File: src/hdl/dsfz_pkg.sv
// dsfz_pkg: shared types and constants for the dual sensor fault and zone classifier
// no dependencies; used by hdl/dual_sensor_fault_and_zone_classifier.sv
`timescale 1ns / 1ps
`default_nettype none

package dsfz_pkg;

  localparam int unsigned SampleBits = 12;
  localparam int unsigned TimeBits   = 32;
  localparam int unsigned WindowBits = 4 * SampleBits;
  localparam int unsigned NumChan    = 2;

  // apb register map, 64-bit data, registers on 8-byte strides
  localparam int unsigned ApbDataBits = 64;
  localparam int unsigned ApbAddrBits = 6;
  localparam int unsigned RegIdxBits  = 3;

  typedef enum logic [RegIdxBits-1:0] {
    RegFaultLevel  = 3'd0,
    RegConfirmTime = 3'd1,
    RegZoneA       = 3'd2,
    RegZoneB       = 3'd3,
    RegZoneC       = 3'd4
  } reg_idx_e;

  typedef enum logic [1:0] {
    ZoneA       = 2'd0,
    ZoneB       = 2'd1,
    ZoneC       = 2'd2,
    ZoneOnStage = 2'd3
  } zone_e;

  localparam logic [SampleBits-1:0] FaultLevelReset  = '1;
  localparam logic [TimeBits-1:0]   ConfirmTimeReset = 32'd1000;

  typedef logic [SampleBits-1:0] code_t;
  typedef logic [TimeBits-1:0]   time_t;
  typedef logic [WindowBits-1:0] window_t;

  typedef struct packed {
    code_t sample_ch0;
    code_t sample_ch1;
    time_t now_ms;
  } in_item_t;

  typedef struct packed {
    logic       fault_ch0;
    logic       fault_ch1;
    logic       sensor_ok;
    logic [1:0] zone;
    logic       off_stage;
  } out_item_t;

endpackage

`default_nettype wire

File: src/hdl/dual_sensor_fault_and_zone_classifier.sv
// top level: per-channel fault timers, three-window zone classifier, apb register file
// depends on hdl/dsfz_pkg.sv
//
//  port group   direction  handshake                 payload
//  in_*         input      in_valid_i / in_ready_o   in_data_i  (dsfz_pkg::in_item_t)
//  out_*        output     out_valid_o / out_ready_i out_data_o (dsfz_pkg::out_item_t)
//  apb          in / out   psel, penable / pready    pwrite, paddr, pwdata / prdata (64 bit)
//
//  one transaction per cycle sustained while out_ready_i keeps the result register draining
//  a transaction is captured in the input register, then classified and written to the
//  result register, updating the fault timers in the same cycle
//  in_ready_o stays high while the result register is empty or being drained
//  reset clears the timers, fault flags and valid bits, and loads register defaults
`timescale 1ns / 1ps
`default_nettype none

module dual_sensor_fault_and_zone_classifier (
  input  wire logic                                clk_i,
  input  wire logic                                rst_ni,

  input  wire logic                                in_valid_i,
  output      logic                                in_ready_o,
  input  wire dsfz_pkg::in_item_t                  in_data_i,

  output      logic                                out_valid_o,
  input  wire logic                                out_ready_i,
  output      dsfz_pkg::out_item_t                 out_data_o,

  input  wire logic                                psel,
  input  wire logic                                penable,
  input  wire logic                                pwrite,
  input  wire logic [dsfz_pkg::ApbAddrBits-1:0]    paddr,
  input  wire logic [dsfz_pkg::ApbDataBits-1:0]    pwdata,
  output      logic [dsfz_pkg::ApbDataBits-1:0]    prdata,
  output      logic                                pready
);

  // ---------------- register file
  dsfz_pkg::code_t   level_q;
  dsfz_pkg::time_t   confirm_q;
  dsfz_pkg::window_t win_q [3];

  dsfz_pkg::reg_idx_e reg_idx;
  logic               reg_wr;

  assign pready  = 1'b1;
  assign reg_idx = dsfz_pkg::reg_idx_e'(paddr[dsfz_pkg::ApbAddrBits-1:3]);
  assign reg_wr  = psel && penable && pwrite && pready;

  always_ff @(posedge clk_i or negedge rst_ni) begin
    if (!rst_ni) begin
      level_q   <= dsfz_pkg::FaultLevelReset;
      confirm_q <= dsfz_pkg::ConfirmTimeReset;
      win_q[0]  <= '0;
      win_q[1]  <= '0;
      win_q[2]  <= '0;
    end else if (reg_wr) begin
      case (reg_idx)
        dsfz_pkg::RegFaultLevel:  level_q   <= pwdata[dsfz_pkg::SampleBits-1:0];
        dsfz_pkg::RegConfirmTime: confirm_q <= pwdata[dsfz_pkg::TimeBits-1:0];
        dsfz_pkg::RegZoneA:       win_q[0]  <= pwdata[dsfz_pkg::WindowBits-1:0];
        dsfz_pkg::RegZoneB:       win_q[1]  <= pwdata[dsfz_pkg::WindowBits-1:0];
        dsfz_pkg::RegZoneC:       win_q[2]  <= pwdata[dsfz_pkg::WindowBits-1:0];
        default: ;
      endcase
    end
  end

  always_comb begin
    case (reg_idx)
      dsfz_pkg::RegFaultLevel:
        prdata = {{(dsfz_pkg::ApbDataBits-dsfz_pkg::SampleBits){1'b0}}, level_q};
      dsfz_pkg::RegConfirmTime:
        prdata = {{(dsfz_pkg::ApbDataBits-dsfz_pkg::TimeBits){1'b0}}, confirm_q};
      dsfz_pkg::RegZoneA:
        prdata = {{(dsfz_pkg::ApbDataBits-dsfz_pkg::WindowBits){1'b0}}, win_q[0]};
      dsfz_pkg::RegZoneB:
        prdata = {{(dsfz_pkg::ApbDataBits-dsfz_pkg::WindowBits){1'b0}}, win_q[1]};
      dsfz_pkg::RegZoneC:
        prdata = {{(dsfz_pkg::ApbDataBits-dsfz_pkg::WindowBits){1'b0}}, win_q[2]};
      default:
        prdata = '0;
    endcase
  end

  // ---------------- input register
  logic               s1_valid_q;
  dsfz_pkg::in_item_t s1_data_q;
  logic               s1_adv;
  logic               out_valid_q;
  dsfz_pkg::out_item_t out_data_q;

  assign s1_adv     = s1_valid_q && (!out_valid_q || out_ready_i);
  assign in_ready_o = !s1_valid_q || s1_adv;

  always_ff @(posedge clk_i or negedge rst_ni) begin
    if (!rst_ni) begin
      s1_valid_q <= 1'b0;
    end else if (in_ready_o) begin
      s1_valid_q <= in_valid_i;
    end
  end

  always_ff @(posedge clk_i) begin
    if (in_ready_o && in_valid_i) begin
      s1_data_q <= in_data_i;
    end
  end

  // ---------------- fault timers and zone match
  logic            armed_q [dsfz_pkg::NumChan];
  logic            armed_d [dsfz_pkg::NumChan];
  dsfz_pkg::time_t start_q [dsfz_pkg::NumChan];
  dsfz_pkg::time_t start_d [dsfz_pkg::NumChan];
  logic            fault_q [dsfz_pkg::NumChan];
  logic            fault_d [dsfz_pkg::NumChan];

  dsfz_pkg::code_t code    [dsfz_pkg::NumChan];
  dsfz_pkg::time_t elapsed [dsfz_pkg::NumChan];
  logic            win_hit [3];
  logic            sensor_ok;
  dsfz_pkg::zone_e zone;
  dsfz_pkg::out_item_t result;

  assign code[0] = s1_data_q.sample_ch0;
  assign code[1] = s1_data_q.sample_ch1;

  always_comb begin
    for (int c = 0; c < dsfz_pkg::NumChan; c++) begin
      armed_d[c] = armed_q[c];
      start_d[c] = start_q[c];
      fault_d[c] = fault_q[c];
      elapsed[c] = s1_data_q.now_ms - start_q[c];
      if (code[c] >= level_q) begin
        if (!armed_q[c]) begin
          // first high sample only arms the timer
          armed_d[c] = 1'b1;
          start_d[c] = s1_data_q.now_ms;
        end else if (elapsed[c] >= confirm_q) begin
          fault_d[c] = 1'b1;
        end
      end else begin
        armed_d[c] = 1'b0;
        start_d[c] = '0;
        fault_d[c] = 1'b0;
      end
    end
  end

  // a faulted channel counts as inside every window
  always_comb begin
    for (int w = 0; w < 3; w++) begin
      win_hit[w] =
        (fault_d[0] ||
         (code[0] >= win_q[w][0*dsfz_pkg::SampleBits +: dsfz_pkg::SampleBits] &&
          code[0] <= win_q[w][1*dsfz_pkg::SampleBits +: dsfz_pkg::SampleBits])) &&
        (fault_d[1] ||
         (code[1] >= win_q[w][2*dsfz_pkg::SampleBits +: dsfz_pkg::SampleBits] &&
          code[1] <= win_q[w][3*dsfz_pkg::SampleBits +: dsfz_pkg::SampleBits]));
    end
  end

  assign sensor_ok = !(fault_d[0] && fault_d[1]);

  always_comb begin
    if (sensor_ok && win_hit[0]) begin
      zone = dsfz_pkg::ZoneA;
    end else if (sensor_ok && win_hit[1]) begin
      zone = dsfz_pkg::ZoneB;
    end else if (sensor_ok && win_hit[2]) begin
      zone = dsfz_pkg::ZoneC;
    end else begin
      zone = dsfz_pkg::ZoneOnStage;
    end
  end

  always_comb begin
    result.fault_ch0 = fault_d[0];
    result.fault_ch1 = fault_d[1];
    result.sensor_ok = sensor_ok;
    result.zone      = zone;
    result.off_stage = (zone != dsfz_pkg::ZoneOnStage);
  end

  always_ff @(posedge clk_i or negedge rst_ni) begin
    if (!rst_ni) begin
      for (int c = 0; c < dsfz_pkg::NumChan; c++) begin
        armed_q[c] <= 1'b0;
        start_q[c] <= '0;
        fault_q[c] <= 1'b0;
      end
    end else if (s1_adv) begin
      for (int c = 0; c < dsfz_pkg::NumChan; c++) begin
        armed_q[c] <= armed_d[c];
        start_q[c] <= start_d[c];
        fault_q[c] <= fault_d[c];
      end
    end
  end

  // ---------------- result register
  always_ff @(posedge clk_i or negedge rst_ni) begin
    if (!rst_ni) begin
      out_valid_q <= 1'b0;
    end else if (s1_adv) begin
      out_valid_q <= 1'b1;
    end else if (out_ready_i) begin
      out_valid_q <= 1'b0;
    end
  end

  always_ff @(posedge clk_i) begin
    if (s1_adv) begin
      out_data_q <= result;
    end
  end

  assign out_valid_o = out_valid_q;
  assign out_data_o  = out_data_q;

  // ---------------- assertions
  a_fault_needs_arm0: assert property (@(posedge clk_i) disable iff (!rst_ni)
    fault_q[0] |-> armed_q[0])
    else $error("channel 0 fault set without armed timer");

  a_fault_needs_arm1: assert property (@(posedge clk_i) disable iff (!rst_ni)
    fault_q[1] |-> armed_q[1])
    else $error("channel 1 fault set without armed timer");

  a_fault_rise_after_arm: assert property (@(posedge clk_i) disable iff (!rst_ni)
    $rose(fault_q[0]) |-> $past(armed_q[0]))
    else $error("channel 0 fault latched on the arming transaction");

  a_ok_matches_faults: assert property (@(posedge clk_i) disable iff (!rst_ni)
    out_valid_o |-> (out_data_o.sensor_ok == !(out_data_o.fault_ch0 && out_data_o.fault_ch1)))
    else $error("sensor_ok disagrees with fault flags");

  a_both_faulted_on_stage: assert property (@(posedge clk_i) disable iff (!rst_ni)
    (out_valid_o && !out_data_o.sensor_ok) |->
      (out_data_o.zone == dsfz_pkg::ZoneOnStage && !out_data_o.off_stage))
    else $error("zone reported while both channels faulted");

  a_result_on_advance: assert property (@(posedge clk_i) disable iff (!rst_ni)
    s1_adv |=> out_valid_o)
    else $error("result register did not load");

endmodule

`default_nettype wire

File: config.mk
export PLATFORM = sky130hd
export DESIGN_NAME = dual_sensor_fault_and_zone_classifier
export DESIGN_NICKNAME = d
export VERILOG_FILES = /design/src/hdl/dsfz_pkg.sv /design/src/hdl/dual_sensor_fault_and_zone_classifier.sv
export SDC_FILE = /design/constraint.sdc
export NUM_CORES = 1
export LEC_CHECK = 0
export BUFFER_PORTS_ARGS = -buffer_cell sky130_fd_sc_hd__buf_2
export CAP_MARGIN = 25
export CORE_MARGIN = 8
export CORE_UTILIZATION = 40
export DETAILED_ROUTE_END_ITERATION = 7
export GPL_TIMING_DRIVEN = 0
export PLACE_DENSITY = 0.6
export REMOVE_ABC_BUFFERS = 1
export SLEW_MARGIN = 20
export SYNTH_ARGS = -nofsm -noshare
export SYNTH_HDL_FRONTEND = slang
export SYNTH_SLANG_ARGS = --single-unit
File: constraint.sdc
create_clock -name clk_i -period 9.95 [get_ports clk_i]
set_input_delay 1.99 -clock clk_i [delete_from_list [all_inputs] [get_ports clk_i]]
set_output_delay 1.99 -clock clk_i [all_outputs]
set_load 0.02 [all_outputs]
=== Yosys cells after proc, flatten, opt, wreduce, memory -nomap -nowiden ===
Cells that the tools add are included.

* Flip-flop bits (word level): 320
* Memories: 0
* Logic and storage cells: 101
* Memory bits (writable): 0
* Input bits: 133
* Output and inout port bits: 73
* Memory bits (read-only): 0
* Latch bits: 0

* Shift operators: 0
* Reduce and logical (&&, ||, !) cells: 37
* Equality and inequality tests: 7
* $lt $le $gt $ge: 16
* $mul: 0
* Add/subtract/negate cells: 2
* Bitwise logic cells: 0
* Divide/modulo/power cells: 0
* Muxes and demuxes: 18

{| class="wikitable"
|+ Operator list
! operator !! count
|-
| 48-bit one-hot mux with 5 select lines || 1
|-
| 32-bit two-way mux || 4
|-
| 12-bit >= comparator || 8
|-
| 12-bit <= comparator || 6
|-
| 32-bit >= comparator || 2
|-
| 32-bit subtractor || 2
|-
| 1-bit logical AND || 17
|-
| 2-bit AND reduction || 7
|-
| 1-bit two-way mux || 11
|-
| 1-bit logical OR || 8
|-
| 3-bit by 2-bit == test with 1-bit output, second input constant || 2
|-
| 2-bit != test, second input constant || 3
|-
| 2-bit two-way mux || 2
|-
| 3-bit by 1-bit == test with 1-bit output, second input constant || 1
|-
| 3-bit == test, second input constant || 1
|-
| 1-bit zero test || 3
|-
| 3-bit zero test || 1
|-
| 2-bit nonzero test || 1
|}

=== Logic depth before layout (Yosys ltp) ===
* Depth in word-level cells: 12
* Mapped depth: 23

=== Least setup slack after synthesis ===
Ideal clock, no wire load.

* Kind: in2out
* Start point: input paddr[3] (netlist name)
* End point: output prdata[38] (netlist name)
* Stages on the path: 5
* Data arrival time: 3486 ps
* Data required time: 7960 ps
* Slack: 4474 ps
* Path buffers: 3
* Cells stage by stage: clkbuf_1 buf_1 buf_1 mux2i_1 o22ai_1

* Cells in the longest elaborated chain, start to end: 2
* Elaborated cells on any way between the ends: 6
* Those cells by class: eq/ne (4); mux (1); reduce/logical (1)

{| class="wikitable"
|+ Ends and longest elaborated chain
! element !! line !! source
|-
| start: declaration || dual_sensor_fault_and_zone_classifier.sv:32 || <nowiki>input wire logic [dsfz_pkg::ApbAddrBits-1:0] paddr,</nowiki>
|-
| 3-bit == test, or another cell as far along || dual_sensor_fault_and_zone_classifier.sv:70 || <nowiki>case (reg_idx)</nowiki>
|-
| 48-bit one-hot mux with 5 select lines (*) || dual_sensor_fault_and_zone_classifier.sv:70 ||
|-
| end: declaration || dual_sensor_fault_and_zone_classifier.sv:34 || <nowiki>output logic [dsfz_pkg::ApbDataBits-1:0] prdata,</nowiki>
|}

Mark *: on every way between the ends. The rest lies on a longest branch, timed or not.

=== Worst setup path in the final report ===
* Start point: input paddr[4] (netlist name)
* End point: output prdata[23] (netlist name)

Same word-level chain as after synthesis.

==> results.md <==
* Worst skew pair latency at 0.57 ns
* Die X at 244 um
* WHS at 0.501 ns
* Worst path slowest cell: nor2_4
* Number of global-route vias before repair at 17100
* Initial DRT Pass Iterations at 6
* Crit share post-route at 0.653
* Setup bufs post-CTS at 0
* Register bit count reported by yosys at 320
* Worst Max-Slew Pin Slew at 0.914 ns
* Clock sinks at 320
* Die Ht at roughly 240 um
* Hold Path Class: reg2reg
* Worst path most repeated cell: buf_2
* WL final at 60300 um
* Final HPWL DP at 46600 um
* Power consumption at ~5.4 mW
* Layout cells sized above 1 at 0.141
* Vias at 16600
* Total track usage at 0.199
* Top Usage Layer GRT: met2
* Top FF cell, synth: dfrtp_1
* Slew Limit Fails at 0
* Avg Inst Size Synth at 9.43 um2
* Worst setup SP type: primary input
* Hold Vio Cnt, Final at 0
* Cells after Synth at 2211
* M1 GR Usage at 0.259
* Synth warn at 0
* Status: finished clean
* Die area at around 0.060 mm2
* CTS resizes at 0
* Data arrival, critical path at approximately 4.5 ns
* CP Capture Type: output pin
* FMAX at 154 MHz
* TritonCTS clock tree: built
* TritonCTS buffer count at 40
* Max cap viols at 0
* Met3 Resource Use GR at 0.0367
* Most frequent cells in the layout: 294 x ha_1, 252 x inv_1, 249 x nand2_1, 240 x dfrtp_1, 227 x o21ai_0
* Row count at between 80 and 90
* Htree depth at 2
* Wirelength per Cell at 19.5 um
* Critical Path Max Stage Delay at ~0.59 ns
* Critical Path RT at between 7 and 8 ns
* CP Cell Sequence: buf_2 > nand2b_1 > buf_8 > nor2_4 > a22oi_1 > nand2_1 > buf_2
* Worst vdd ir at 0.108 mV
* Grt ovf at 0
* Max_slew headroom at 0.386
* First-pass GRT wire length at 95100 um
* EDFF count, synth at 62
* CTS Hold Buffers Added at 0
* CP max FO at 29
* Final WS setup at 3.46 ns
* Placement Setup Slack at 3.28 ns
* Syn-to-layout area delta at 15.6%
* Post-route ant nets at 0
* Tmin final at 6.49 ns
* Skew final at 0.0249 ns
* Leak at ~11 nW
* Post-route DRC at 0
* Kind of critical path: in2out
* Initial Utilization at 0.406
* CTS clk-pin slew, worst paths at 0.06 ns
* Pwr/cell area at between 200 and 250 mW/mm2
* Root buf cell: clkbuf_16
* Delay-heaviest family, CP: simple AND/OR/NAND/NOR gates
* Max Root-Sink Buffers at 3
* Largest net degree at the start of global routing at 90
* Ports at 206
* Final setup viols at 0
* Synth async-reset ratio at 0.806
* Routability cong. at between 0.8 and 0.9
* Commonest non-fill, non-tap cell in the layout: ha_1
* Fin nets at 2814
* Core area at between 0.05 and 0.06 mm2
* Grt met2 use at 0.335
* RSZ-0062 raised after global routing: false
* Post-synthesis sequential area ratio at 0.400
* CP Buf/Inv Count at 3
* Initial antenna violation count at 5
* Fin util at 0.469
* Post-Syn Area at 0.0209 mm2
* DR iter-0 viols at 1099
* Count of different cell masters after synthesis at 66
* Vias per cell at 5.36
* Number of port buffers at 169
cell families (layout without fill, tap and decap cells):
family | Yosys count | count (layout) | share of synthesized area
AO/OA/AOI/OAI | 680 | 680 | 0.209
adder cells (fa/ha/maj) | 296 | 296 | 0.178
XOR/XNOR | 56 | 56 | 0.0235
buffers and inverters | 346 | 537 | 0.0657
other | 2 | 18 | 0.000360
flip-flops | 320 | 320 | 0.400
multiplexers | 42 | 42 | 0.0217
AND/OR/NAND/NOR | 469 | 469 | 0.102
report_power, final:
part	internal (mW)	total, mW	switching [mW]
Sequential	1.63	1.80	0.171
Combinational	0.870	2.11	1.24
Clock	0.938	1.53	0.591
flip-flops by register name, summed over array words and instances, names as in the netlist:
name         cells
out_valid_o      1
start_q         64
code            24
confirm_q       32
level_q         12
fault_q          2
win_q          144
s1_data_q       32
armed_q          2
out_data_o       6
s1_valid_q       1
cells in the mapped netlist (58+ instances only):
| cell type | number | share of area |
|---|---|---|
| inv_1 | 252 | 0.045 |
| a22oi_1 | 70 | 0.025 |
| dfrtp_1 | 240 | 0.29 |
| a21o_1 | 58 | 0.021 |
| nor2_1 | 67 | 0.012 |
| ha_1 | 294 | 0.18 |
| a21oi_1 | 107 | 0.026 |
| clkbuf_1 | 70 | 0.013 |
| o21ai_0 | 227 | 0.054 |
| a22o_1 | 64 | 0.027 |
| nand2_1 | 251 | 0.045 |
| edfxtp_1 | 62 | 0.089 |
stage by stage:
| stage | instance area (um2) | TNS (ns) | instances |
|---|---|---|---|
| 4_1_cts | 24100 | 0 | 3094 |
| 3_5_place_dp | 22700 | 0 | 3020 |
| 2_1_floorplan | 20500 | 0 | 2132 |
| 6_report | 24100 | 0 | 3098 |
| 5_1_grt | 24100 | 0 | 3097 |
| 3_3_place_gp | 22200 | -147.40 | 2981 |
routing by layer:
layer	up-vias	wire length (um)
met3	93	2970
li1	8237	-
met1	7871	27300
met2	385	28400
met4	6	1670
met5	-	30
final cells by class:
class	count	area, um2
antenna	1	2.50
clock buffer	59	1200
clock inverter	15	190
fill	4899	27300
inverter	252	946
multi-input combinational	1560	11300
sequential	320	8340
tap	680	851
timing repair buffer	211	1330
worst paths after layout:
path	from	endpoint	slack, ns	depth (start not counted)
worst min-delay path	s1_valid_q$_DFFE_PN0N_	out_valid_o$_DFFE_PN0P_	0.50	1
worst max-delay path	paddr[4]	prdata[23]	3.46	7
min in group asynchronous	rst_ni	win_q[5]$_DFFE_PN0P_	1.39	1
worst max register to register	s1_data_q[0]$_DFFE_PP_	out_data_o[2]$_DFFE_PP_	3.70	22
worst min register to register	s1_valid_q$_DFFE_PN0N_	out_valid_o$_DFFE_PN0P_	0.50	1
max in group asynchronous	rst_ni	start_q[31]$_DFFE_PN0P_	7.25	3
worst reg2reg max path, stage by stage (launching register included):
cell      delay, ns
edfxtp_1       0.41
inv_1          0.10
ha_1           0.18
inv_1          0.06
fa_1           0.40
a21o_1         0.21
a311oi_1       0.47
nor3_1         0.13
o21ai_0        0.43
a31oi_1        0.25
a221oi_1       0.38
nor2b_1        0.28
o21ai_1        0.11
xor2_1         0.15
ha_1           0.29
nand3_1        0.11
nor3_1         0.36
o21ai_0        0.21
nor4_1         0.26
a21oi_1        0.16
a21oi_1        0.61
o22a_1         0.32
o21ai_0        0.12
Power figures use the tool's default switching activity.
